$ cat src/rtl/core/kvt_pkg.sv
`timescale 1ns / 1ps

package kvt_pkg;

  localparam int TABLE_DEPTH = 16;
  localparam int KEY_BITS    = 32;
  localparam int VALUE_BITS  = 32;

  localparam int CMD_W    = 2;
  localparam int KEY_W    = 32;
  localparam int VALUE_W  = 32;
  localparam int STATUS_W = 2;
  localparam int COUNT_W  = 5;

  localparam int IN_DATA_W  = 72;
  localparam int OUT_DATA_W = 48;

  typedef enum logic [CMD_W-1:0] {
    CMD_INSERT = 2'd0,
    CMD_ERASE  = 2'd1,
    CMD_GET    = 2'd2,
    CMD_COUNT  = 2'd3
  } cmd_t;

  typedef enum logic [STATUS_W-1:0] {
    ST_OK      = 2'd0,
    ST_DUP     = 2'd1,
    ST_FULL    = 2'd2,
    ST_MISSING = 2'd3
  } status_t;

  typedef struct packed {
    logic load;
    logic shift;
  } cell_ctl_t;

  typedef struct packed {
    logic key_hit;
    logic val_hit;
  } cell_hit_t;

endpackage

$ cat src/rtl/core/kvt_cell.sv
`timescale 1ns / 1ps

module kvt_cell #(
  parameter int KEY_BITS   = kvt_pkg::KEY_BITS,
  parameter int VALUE_BITS = kvt_pkg::VALUE_BITS
) (
  input  logic                  clk,
  input  kvt_pkg::cell_ctl_t    ctl,
  input  logic                  occupied,
  input  logic [KEY_BITS-1:0]   new_key,
  input  logic [VALUE_BITS-1:0] new_val,
  input  logic [KEY_BITS-1:0]   nb_key,
  input  logic [VALUE_BITS-1:0] nb_val,
  input  logic [KEY_BITS-1:0]   cmp_key,
  input  logic [VALUE_BITS-1:0] cmp_val,
  output logic [KEY_BITS-1:0]   key_o,
  output logic [VALUE_BITS-1:0] val_o,
  output kvt_pkg::cell_hit_t    hit
);

  logic [KEY_BITS-1:0]   key_r;
  logic [VALUE_BITS-1:0] val_r;

  always_ff @(posedge clk) begin
    if (ctl.load) begin
      key_r <= new_key;
      val_r <= new_val;
    end else if (ctl.shift) begin
      key_r <= nb_key;
      val_r <= nb_val;
    end
  end

  assign key_o       = key_r;
  assign val_o       = val_r;
  assign hit.key_hit = occupied && (key_r == cmp_key);
  assign hit.val_hit = occupied && (val_r == cmp_val);

endmodule

$ cat src/rtl/core/keyed_value_table.sv
`timescale 1ns / 1ps

// Keyed table of up to TABLE_DEPTH key/value pairs, packed in insertion order
// in a row of cells that each compare their own entry against the item.
// Items enter on the in_ channel: a command (insert, erase, get, count), a
// key and a value. Each item yields exactly one result on the out_ channel
// with a status, the value found by get, the match count for count and the
// occupancy after the command.
// For insert, erase and get the item is registered at the accepting edge;
// in the compare state every cell compares in parallel, and once the output
// register is free the table is updated and the result is registered; erase
// moves all later entries down one cell at once. Count captures the per-cell
// value matches and shifts them out of a bit chain one cell per cycle until
// no match is left, then waits in a final state for the output register.
// One item is processed at a time; a new item is accepted once the previous
// one has reached the output register, even while that result still waits,
// so items never overlap inside the table.
// When the receiver stalls, the result holds in the output register and the
// next item waits in its last stage until the register frees.
// Reset empties the table and drops any pending result at once; no clearing
// pass is needed since only occupied cells take part in compares.

module keyed_value_table #(
  parameter int TABLE_DEPTH = kvt_pkg::TABLE_DEPTH,
  parameter int KEY_BITS    = kvt_pkg::KEY_BITS,
  parameter int VALUE_BITS  = kvt_pkg::VALUE_BITS
) (
  input  logic                           clk,
  input  logic                           rst_n,
  input  logic                           in_tvalid,
  output logic                           in_tready,
  // cmd[1:0], key[33:2], value[65:34], zero fill
  input  logic [kvt_pkg::IN_DATA_W-1:0]  in_tdata,
  output logic                           out_tvalid,
  input  logic                           out_tready,
  // status[1:0], value_out[33:2], match_count[38:34], occupancy[43:39], zero fill
  output logic [kvt_pkg::OUT_DATA_W-1:0] out_tdata
);

  localparam int CW  = $clog2(TABLE_DEPTH + 1);
  localparam int WW  = (CW > kvt_pkg::COUNT_W) ? CW : kvt_pkg::COUNT_W;
  localparam int LVL = $clog2(TABLE_DEPTH);

  typedef enum logic [3:0] {
    S_IDLE  = 4'b0001,
    S_EXEC  = 4'b0010,
    S_COUNT = 4'b0100,
    S_FIN   = 4'b1000
  } state_t;

  state_t state_r, state_nxt;

  logic [kvt_pkg::CMD_W-1:0] cmd_r;
  logic [KEY_BITS-1:0]       key_r;
  logic [VALUE_BITS-1:0]     val_r;

  logic [CW-1:0]          count_r, count_nxt;
  logic [CW-1:0]          mcnt_r, mcnt_nxt;
  logic [TABLE_DEPTH-1:0] sr_r, sr_nxt;

  logic                            out_valid_r, out_valid_nxt;
  logic [kvt_pkg::STATUS_W-1:0]    status_r, status_nxt;
  logic [kvt_pkg::VALUE_W-1:0]     vout_r, vout_nxt;
  logic [kvt_pkg::COUNT_W-1:0]     mout_r, mout_nxt;
  logic [kvt_pkg::COUNT_W-1:0]     occ_r, occ_nxt;

  logic [KEY_BITS-1:0]    cell_key [TABLE_DEPTH];
  logic [VALUE_BITS-1:0]  cell_val [TABLE_DEPTH];
  kvt_pkg::cell_hit_t     cell_hit [TABLE_DEPTH];
  kvt_pkg::cell_ctl_t     cell_ctl [TABLE_DEPTH];
  logic [TABLE_DEPTH-1:0] key_hits, val_hits, after_hit;

  logic                  in_acc, out_free, any_hit, full;
  logic                  do_insert, do_erase;
  logic [VALUE_BITS-1:0] hit_val;
  logic [WW-1:0]         count_ext, mcnt_ext;

  assign in_acc    = in_tvalid && in_tready;
  assign in_tready = (state_r == S_IDLE);
  assign out_free  = !out_valid_r || out_tready;
  assign full      = (count_r == CW'(TABLE_DEPTH));

  generate
    for (genvar i = 0; i < TABLE_DEPTH; i++) begin : g_cell
      logic [KEY_BITS-1:0]   nb_key;
      logic [VALUE_BITS-1:0] nb_val;
      if (i == TABLE_DEPTH - 1) begin : g_last
        assign nb_key = cell_key[i];
        assign nb_val = cell_val[i];
      end else begin : g_mid
        assign nb_key = cell_key[i+1];
        assign nb_val = cell_val[i+1];
      end

      assign cell_ctl[i].load  = do_insert && (count_r == CW'(i));
      assign cell_ctl[i].shift = do_erase && after_hit[i];

      kvt_cell #(
        .KEY_BITS   (KEY_BITS),
        .VALUE_BITS (VALUE_BITS)
      ) u_cell (
        .clk      (clk),
        .ctl      (cell_ctl[i]),
        .occupied (CW'(i) < count_r),
        .new_key  (key_r),
        .new_val  (val_r),
        .nb_key   (nb_key),
        .nb_val   (nb_val),
        .cmp_key  (key_r),
        .cmp_val  (val_r),
        .key_o    (cell_key[i]),
        .val_o    (cell_val[i]),
        .hit      (cell_hit[i])
      );

      assign key_hits[i] = cell_hit[i].key_hit;
      assign val_hits[i] = cell_hit[i].val_hit;
    end
  endgenerate

  always_comb begin
    after_hit = key_hits;
    for (int l = 0; l < LVL; l++) begin
      after_hit = after_hit | (after_hit << (1 << l));
    end
  end

  always_comb begin
    hit_val = '0;
    for (int i = 0; i < TABLE_DEPTH; i++) begin
      hit_val = hit_val | (key_hits[i] ? cell_val[i] : '0);
    end
  end

  assign any_hit   = |key_hits;
  assign count_ext = WW'(count_nxt);
  assign mcnt_ext  = WW'(mcnt_r);

  assign do_insert = (state_r == S_EXEC) && out_free && (cmd_r == kvt_pkg::CMD_INSERT)
                     && !full && !any_hit;
  assign do_erase  = (state_r == S_EXEC) && out_free && (cmd_r == kvt_pkg::CMD_ERASE)
                     && any_hit;

  always_comb begin
    state_nxt     = state_r;
    count_nxt     = count_r;
    mcnt_nxt      = mcnt_r;
    sr_nxt        = sr_r;
    out_valid_nxt = out_valid_r && !out_tready;
    status_nxt    = status_r;
    vout_nxt      = vout_r;
    mout_nxt      = mout_r;
    occ_nxt       = occ_r;
    case (state_r)
      S_IDLE: begin
        if (in_acc) begin
          state_nxt = S_EXEC;
        end
      end
      S_EXEC: begin
        if (cmd_r == kvt_pkg::CMD_COUNT) begin
          sr_nxt    = val_hits;
          mcnt_nxt  = '0;
          state_nxt = S_COUNT;
        end else if (out_free) begin
          status_nxt = kvt_pkg::ST_OK;
          vout_nxt   = '0;
          case (cmd_r)
            kvt_pkg::CMD_INSERT: begin
              if (full) begin
                status_nxt = kvt_pkg::ST_FULL;
              end else if (any_hit) begin
                status_nxt = kvt_pkg::ST_DUP;
              end else begin
                count_nxt = count_r + CW'(1);
              end
            end
            kvt_pkg::CMD_ERASE: begin
              if (!any_hit) begin
                status_nxt = kvt_pkg::ST_MISSING;
              end else begin
                count_nxt = count_r - CW'(1);
              end
            end
            default: begin
              if (!any_hit) begin
                status_nxt = kvt_pkg::ST_MISSING;
              end else begin
                vout_nxt = kvt_pkg::VALUE_W'(hit_val);
              end
            end
          endcase
          mout_nxt      = '0;
          occ_nxt       = count_ext[kvt_pkg::COUNT_W-1:0];
          out_valid_nxt = 1'b1;
          state_nxt     = S_IDLE;
        end
      end
      S_COUNT: begin
        if (sr_r == '0) begin
          state_nxt = S_FIN;
        end else begin
          mcnt_nxt = mcnt_r + CW'(sr_r[0]);
          sr_nxt   = sr_r >> 1;
        end
      end
      S_FIN: begin
        if (out_free) begin
          status_nxt    = kvt_pkg::ST_OK;
          vout_nxt      = '0;
          mout_nxt      = mcnt_ext[kvt_pkg::COUNT_W-1:0];
          occ_nxt       = count_ext[kvt_pkg::COUNT_W-1:0];
          out_valid_nxt = 1'b1;
          state_nxt     = S_IDLE;
        end
      end
      default: begin
        state_nxt = S_IDLE;
      end
    endcase
  end

  always_ff @(posedge clk) begin
    if (!rst_n) begin
      state_r     <= S_IDLE;
      count_r     <= '0;
      out_valid_r <= 1'b0;
    end else begin
      state_r     <= state_nxt;
      count_r     <= count_nxt;
      out_valid_r <= out_valid_nxt;
    end
  end

  always_ff @(posedge clk) begin
    if (in_acc) begin
      cmd_r <= in_tdata[1:0];
      key_r <= KEY_BITS'(in_tdata[33:2]);
      val_r <= VALUE_BITS'(in_tdata[65:34]);
    end
    mcnt_r   <= mcnt_nxt;
    sr_r     <= sr_nxt;
    status_r <= status_nxt;
    vout_r   <= vout_nxt;
    mout_r   <= mout_nxt;
    occ_r    <= occ_nxt;
  end

  assign out_tvalid = out_valid_r;
  assign out_tdata  = {4'b0000, occ_r, mout_r, vout_r, status_r};

  a_count_bound: assert property (@(posedge clk) disable iff (!rst_n)
    count_r <= CW'(TABLE_DEPTH))
    else $error("table occupancy exceeds depth");

  a_unique_keys: assert property (@(posedge clk) disable iff (!rst_n)
    $onehot0(key_hits))
    else $error("more than one occupied cell holds the same key");

  a_accept_exec: assert property (@(posedge clk) disable iff (!rst_n)
    in_tvalid && in_tready |=> state_r == S_EXEC)
    else $error("accepted item did not enter the compare stage");

  a_count_stable: assert property (@(posedge clk) disable iff (!rst_n)
    state_r != S_EXEC |=> $stable(count_r))
    else $error("occupancy changed outside the update cycle");

endmodule

$ cat config.mk
export PLATFORM = sky130hd
export DESIGN_NAME = keyed_value_table
export DESIGN_NICKNAME = d
export VERILOG_FILES = /design/src/rtl/core/kvt_pkg.sv /design/src/rtl/core/kvt_cell.sv /design/src/rtl/core/keyed_value_table.sv
export SDC_FILE = /design/constraint.sdc
export NUM_CORES = 2
export LEC_CHECK = 0
export ABC_CLOCK_PERIOD_IN_PS = 12480
export BUFFER_PORTS_ARGS = -buffer_cell sky130_fd_sc_hd__buf_2
export CAP_MARGIN = 40
export CORE_UTILIZATION = 30
export DETAILED_ROUTE_END_ITERATION = 10
export PLACE_DENSITY_LB_ADDON = 0.1
export REMOVE_ABC_BUFFERS = 1
export SYNTH_ARGS = -nofsm -noshare
export SYNTH_HDL_FRONTEND = slang
export SYNTH_SLANG_ARGS = --single-unit
$ cat constraint.sdc
create_clock -name clk -period 12.48 [get_ports clk]
set_input_delay 0.624 -clock clk [delete_from_list [all_inputs] [get_ports clk]]
set_output_delay 0.624 -clock clk [all_outputs]
set_load 0.005 [all_outputs]
* Yosys cells after proc, flatten, opt, wreduce, memory -nomap -nowiden
Cells that the tools add are included.
** Cells by class
- Add/sub/neg operators :: 3
- Multiplexer cells :: 118
- Bitwise gates (word level) :: 19
- Shift operators :: 0
- Equality and inequality tests :: 61
- Divide/modulo/power cells :: 0
- $lt $le $gt $ge :: 16
- Multiply operators :: 0
- Reduce and logical (&&, ||, !) cells :: 102
** Operators by type and width (number)
- 32-bit two-way mux :: 81
- 32-bit == test :: 32
- 32-bit OR :: 15
- 1-bit logical AND :: 71
- 5-bit two-way mux :: 13
- 32-bit case mux with 2 select lines :: 1
- 15-bit OR :: 4
- 5-bit by 4-bit == test with 1-bit output, second input constant :: 8
- 4-bit by 5-bit < comparator with 1-bit output, first input constant :: 8
- 5-bit case mux with 2 select lines :: 4
- 2-bit nonzero test :: 17
- 16-bit two-way mux :: 2
- 16-bit case mux with 2 select lines :: 1
- 5-bit by 3-bit == test with 1-bit output, second input constant :: 4
- 3-bit by 5-bit < comparator with 1-bit output, first input constant :: 4
- 16-bit logical NOT :: 1
- 4-bit two-way mux :: 4
- 4-bit case mux with 4 select lines :: 1
- 16-bit OR reduction :: 1
- 2-bit two-way mux :: 6
- 5-bit by 2-bit == test with 1-bit output, second input constant :: 2
- 1-bit by 5-bit < comparator with 1-bit output, first input constant :: 2
- 2-bit by 5-bit < comparator with 1-bit output, first input constant :: 2
- 2-bit != test, second input constant :: 5
- 23 further kinds :: 30
** Storage, ports and cells
- Memories kept :: 0
- Bits in latches :: 0
- Register bits after elaboration :: 1165
- RAM bits :: 0
- Output and inout port bits :: 50
- ROM bits :: 0

* Logic depth before layout (Yosys ltp)
- Depth after elaboration :: 23
- Depth in mapped cells :: 15

* By module
From an unflattened synthesis, not the netlist that was laid out.
** Second synthesis, totals
- Cell total of the unflattened synthesis :: 4403
- Area, all modules :: 62816.5 um^2
** By module, submodules not included
- kvt_cell :: times used 16, cells an instance 224, sequential area each 1921.8 um^2, area each 3398.3 um^2
- keyed_value_table :: times used 1, cells an instance 819, sequential area each 4134.0 um^2, area each 8444.3 um^2

* Worst setup path after synthesis
Ideal clock, no wire load.
- Path type :: register to register
- Start :: reg key_r[27]
- End :: reg g_cell[15].u_cell.key_r[0], enable pin
- Buffers on the path :: 4
- Slack :: 3142 ps
- Arrival time :: 8694 ps
- Stages on the path, launching flop included :: 14
- Cell sequence :: edfxtp_1 > buf_2 > buf_2 > buf_4 > xor2_1 > nor4_1 > nand3_1 > nor3_1 > nor3_1 > or4bb_1 > buf_2 > nor2_1 > nand2_1 > nor4_1
** RTL lines
- from (decl) :: line keyed_value_table.sv:54 : logic [KEY_BITS-1:0] key_r;
- from (signal assigned) :: line keyed_value_table.sv:238 : key_r <= KEY_BITS'(in_tdata[33:2]);
- to (signal assigned) :: line kvt_cell.sv:26 : key_r <= new_key;
- to (signal assigned) :: line kvt_cell.sv:29 : key_r <= nb_key;
- to (decl) :: line kvt_cell.sv:21 : logic [KEY_BITS-1:0] key_r;

* Worst setup path in the final report
- Start :: reg key_r[6]
- End :: reg g_cell[5].u_cell.key_r[24], enable pin
** Between the ends
- Cells in the longest elaborated chain, start to end :: 8
- Elaborated cells on any way between the ends :: 43
- Classes of those cells :: 16 x eq/ne; 4 x bitwise; 23 x reduce/logical
** Ends and longest elaborated chain
- 32-bit == test :: line kvt_cell.sv:36 : assign hit.key_hit = occupied && (key_r == cmp_key);
- 1-bit logical AND :: line kvt_cell.sv:36
- 15-bit OR (4 in a row) :: line keyed_value_table.sv:124 : after_hit = after_hit | (after_hit << (1 << l));
- 1-bit logical AND :: line keyed_value_table.sv:96 : assign cell_ctl[i].shift = do_erase && after_hit[i];
- 2-bit nonzero test (no line) (*)
- to (signal assigned) :: line kvt_cell.sv:26
- to (signal assigned) :: line kvt_cell.sv:29
- to (decl) :: line kvt_cell.sv:21
Mark *: on every way between the ends. The rest lies on a longest branch, timed or not.
A chain may end at the register's enable or synchronous reset.

==> flow_metrics.tcl <==
set metrics [dict create \
    status "finished, final reports clean" \
    core_um2 207000 \
    gp_congestion 0.969 \
    worstPathArrival_ns 7.61 \
    synth_edf_count 1155 \
    h-tree-depth 4 \
    fin_nets 4684 \
    area_delta_synth_final_pct 15.5 \
    path_max_fanout 45 \
    path_clk_slew_ns 0.06 \
    worstPathCellList "buf_4 > xor2_1 > nor4_1 > nand3_1 > nor4_2 > buf_4 > nor3_1 > or4bb_1 > nor4_4 > nor3b_4 > buf_4 > o21bai_4 > buf_4 > buf_4" \
    grtUsageTotal 0.251 \
    max_slew_margin 0.330 \
    path_class "flip-flop to flip-flop" \
    grt_pass1_vias 40934 \
    ys.flop_type "edfxtp_1" \
    setup_tns_ns 0 \
    hold-worst-slack_ns 0.165 \
    synth_top_area_frac 0.553 \
    rsz0062_at_grt "no" \
    yosysWarnings 0 \
    finalMaxSlewViolations 0 \
    synth_top_cell_by_area "edfxtp_1" \
    numPortBuffers 115 \
    p_sw_mw 2.29 \
    die_area_um2 211000 \
    fp-row-count 167 \
    drive_above_1_share 0.307 \
    clockRootBuffer "clkbuf_16" \
    power_leakage_nw 23.3 \
    worst_setup_path_end_kind "flip-flop" \
    start_util 0.302 \
    worst_path_most_repeated_cell "buf_4" \
    antenna_left 0 \
    post-cts-setup-buffers 0 \
    ir_worst_vdd_mv 0.151 \
    grt_pass1_wl_um 365000 \
    die_h_um 459 \
    hpwl_um 184000 \
    critPathTopFamily "simple AND/OR/NAND/NOR gates" \
    route.detailed.wl_per_inst_um 35.8 \
    fmax_mhz 139 \
    overflow 0 \
    required_ns 12.90 \
    ys_types 55 \
    seq_power_share 0.469 \
    synth.most_common_cell "edfxtp_1" \
    combPwrFrac 0.072 \
    tightest_slew_ns 1.00 \
    io_pins 126 \
    finalWirelength_um 269000 \
    numCtsBuffers 147 \
    die_w_um 459 \
    netlist_area_um2 62700 \
    hp-class "primary input to flip-flop" \
    remaining_drc_errors 0 \
    ctsLongestPathBuffers 3 \
    clock_sink_count 1165 \
    viasPerCell 5.43 \
    maxCapViolations 0 \
    finClkSkew_ns 0.0387 \
    cts_tree "built" \
    num_vias 40743 \
    p_sw_frac 0.250 \
    critPathMaxStageDelay_ns 0.76 \
    power.density_nw_per_um2 126 \
    slowest_stage "nor3_1" \
    synthTopCellsByCount "edfxtp_1, mux2_2, xor2_1, xnor2_1, clkbuf_1" \
    setup_viol 0 \
    clkLatencyLatePin_ns 0.82 \
    startpoint_type "flip-flop" \
    syn_inst 4498 \
    syn_avg_cell_area_um2 13.9 \
    min_period_ns 7.19 \
    p_int_mw 6.85 \
    ys_seq_area_frac 0.556 \
    initialDrtViolationCount 4647 \
    synth_seq_cells 1165 \
    finalHoldViolations 0 \
    min_period_over_period 0.576 \
    drt_pass1_iterations 7 \
    grt_max_degree 49 \
    clkPwrFrac 0.459 \
    power_mw 9.14 \
    synth.area.top_cells "edfxtp_1, mux2_2, xor2_1, xnor2_1, nor4_1" \
    critical_path_buf_inv_count 5 \
    async_flop_share 0 \
    antenna_found_initial 10 \
]
## flip-flops by register name, summed over array words and instances (netlist names)
register / flops
out_tvalid: 1
state_r: 4
status_r: 2
key_r: 32
sr_r: 16
g_cell.u_cell.key_o: 512
val_r: 32
g_cell.u_cell.val_o: 512
occ_r: 5
mcnt_ext: 5
mout_r: 5
vout_r: 32
count_r: 5
cmd_r: 2
## worst register-to-register path, cell delays in order (launching register included)
cell	delay, ns
edfxtp_1	0.49
buf_4	0.46
xor2_1	0.39
nor4_1	0.12
nand3_1	0.24
nor4_2	0.09
buf_4	0.42
nor3_1	0.78
or4bb_1	0.75
nor4_4	0.76
nor3b_4	0.30
buf_4	0.49
o21bai_4	0.23
buf_4	0.48
buf_4	0.74
## per-layer routing
metal,part of all wire,GRT usage,vias to the layer above
met5,0.000041,0,-
met4,0.050,0.114,2
met3,0.058,0.0344,428
met2,0.46,0.399,1669
met1,0.43,0.339,21409
li1,-,-,17235
## per-stage QoR
step                std cells  cell area [um2]  utilization  worst slack (ns)
global route             7501            72400        0.349              5.16
floorplan                4069            60800            -             0.857
finish                   7502            72400        0.349              5.29
global placement         7130            66500        0.320              5.01
detailed placement       7173            67200        0.324              5.28
CTS                      7500            72400        0.349              5.26
## timing repair
action | in CTS | in global routing
resized for setup | 0 | 0
hold endpoints to repair | 66 | 0
hold buffers | 66 | 0
## logic make-up (layout without fill, tap and decap cells)
logic type | count (synthesis) | after routing | synth area share
compound gates | 356 | 356 | 0.0445
xor+xnor | 1029 | 1029 | 0.144
fa+ha+maj | 7 | 7 | 0.00140
buf+inv | 439 | 651 | 0.0312
flops | 1165 | 1165 | 0.556
mux | 962 | 962 | 0.173
other cells | 1 | 5 | 0.0000598
simple gates | 539 | 539 | 0.0505
## layout by cell type (no fill, tap or decap), types with 18 or more instances in the layout
| cell | synthesis | final |
|---|---|---|
| a221oi_1 | 96 | 96 |
| a22o_1 | 103 | 103 |
| a22oi_1 | 64 | 64 |
| a31oi_1 | 39 | 39 |
| and3_1 | 34 | 34 |
| buf_16 | 0 | 18 |
| buf_2 | 168 | 120 |
| buf_4 | 16 | 168 |
| clkbuf_1 | 212 | 31 |
| clkbuf_16 | 0 | 155 |
| clkinv_1 | 0 | 32 |
| clkinv_2 | 0 | 28 |
| dlygate4sd3_1 | 0 | 66 |
| edfxtp_1 | 1155 | 1155 |
| mux2_1 | 87 | 87 |
| mux2_2 | 873 | 873 |
| nand2_1 | 39 | 38 |
| nand3_1 | 35 | 31 |
| nand4_1 | 119 | 119 |
| nor2_1 | 30 | 29 |
| nor3_1 | 37 | 28 |
| nor4_1 | 205 | 194 |
| xnor2_1 | 327 | 327 |
| xor2_1 | 702 | 702 |
## cell type report
class / instances / area (um2)
timing repair buffer: 383 / 3210
clock buffer: 186 / 4000
sequential: 1165 / 34900
clock inverter: 75 / 534
inverter: 7 / 26.3
antenna: 1 / 2.50
fill: 20346 / 135000
multi-input combinational: 2897 / 26300
tap: 2788 / 3490
## path summary, 6_finish.rpt
path	start	endpoint	slack (ns)	cells after the start
min reg2reg	state_r[1]$_SDFFE_PN0P_	state_r[1]$_SDFFE_PN0P_	0.58	2
max	key_r[6]$_DFFE_PP_	g_cell[5].u_cell.key_o[24]$_DFFE_PP_	5.29	14
max reg2reg	key_r[6]$_DFFE_PP_	g_cell[5].u_cell.key_o[24]$_DFFE_PP_	5.29	14
min	rst_n	count_r[0]$_SDFF_PN0_	0.16	3
## power by group through the flow
stage	clock network, mW	logic, mW	registers [mW]
finish	4.20	0.658	4.29
global placement	0	0.639	4.37
detailed placement	0	0.636	4.37
global route	4.43	0.682	4.29
CTS	4.29	0.656	4.29
floorplan	0	0.202	4.49
Note: power is estimated with default switching activity, not from simulation.
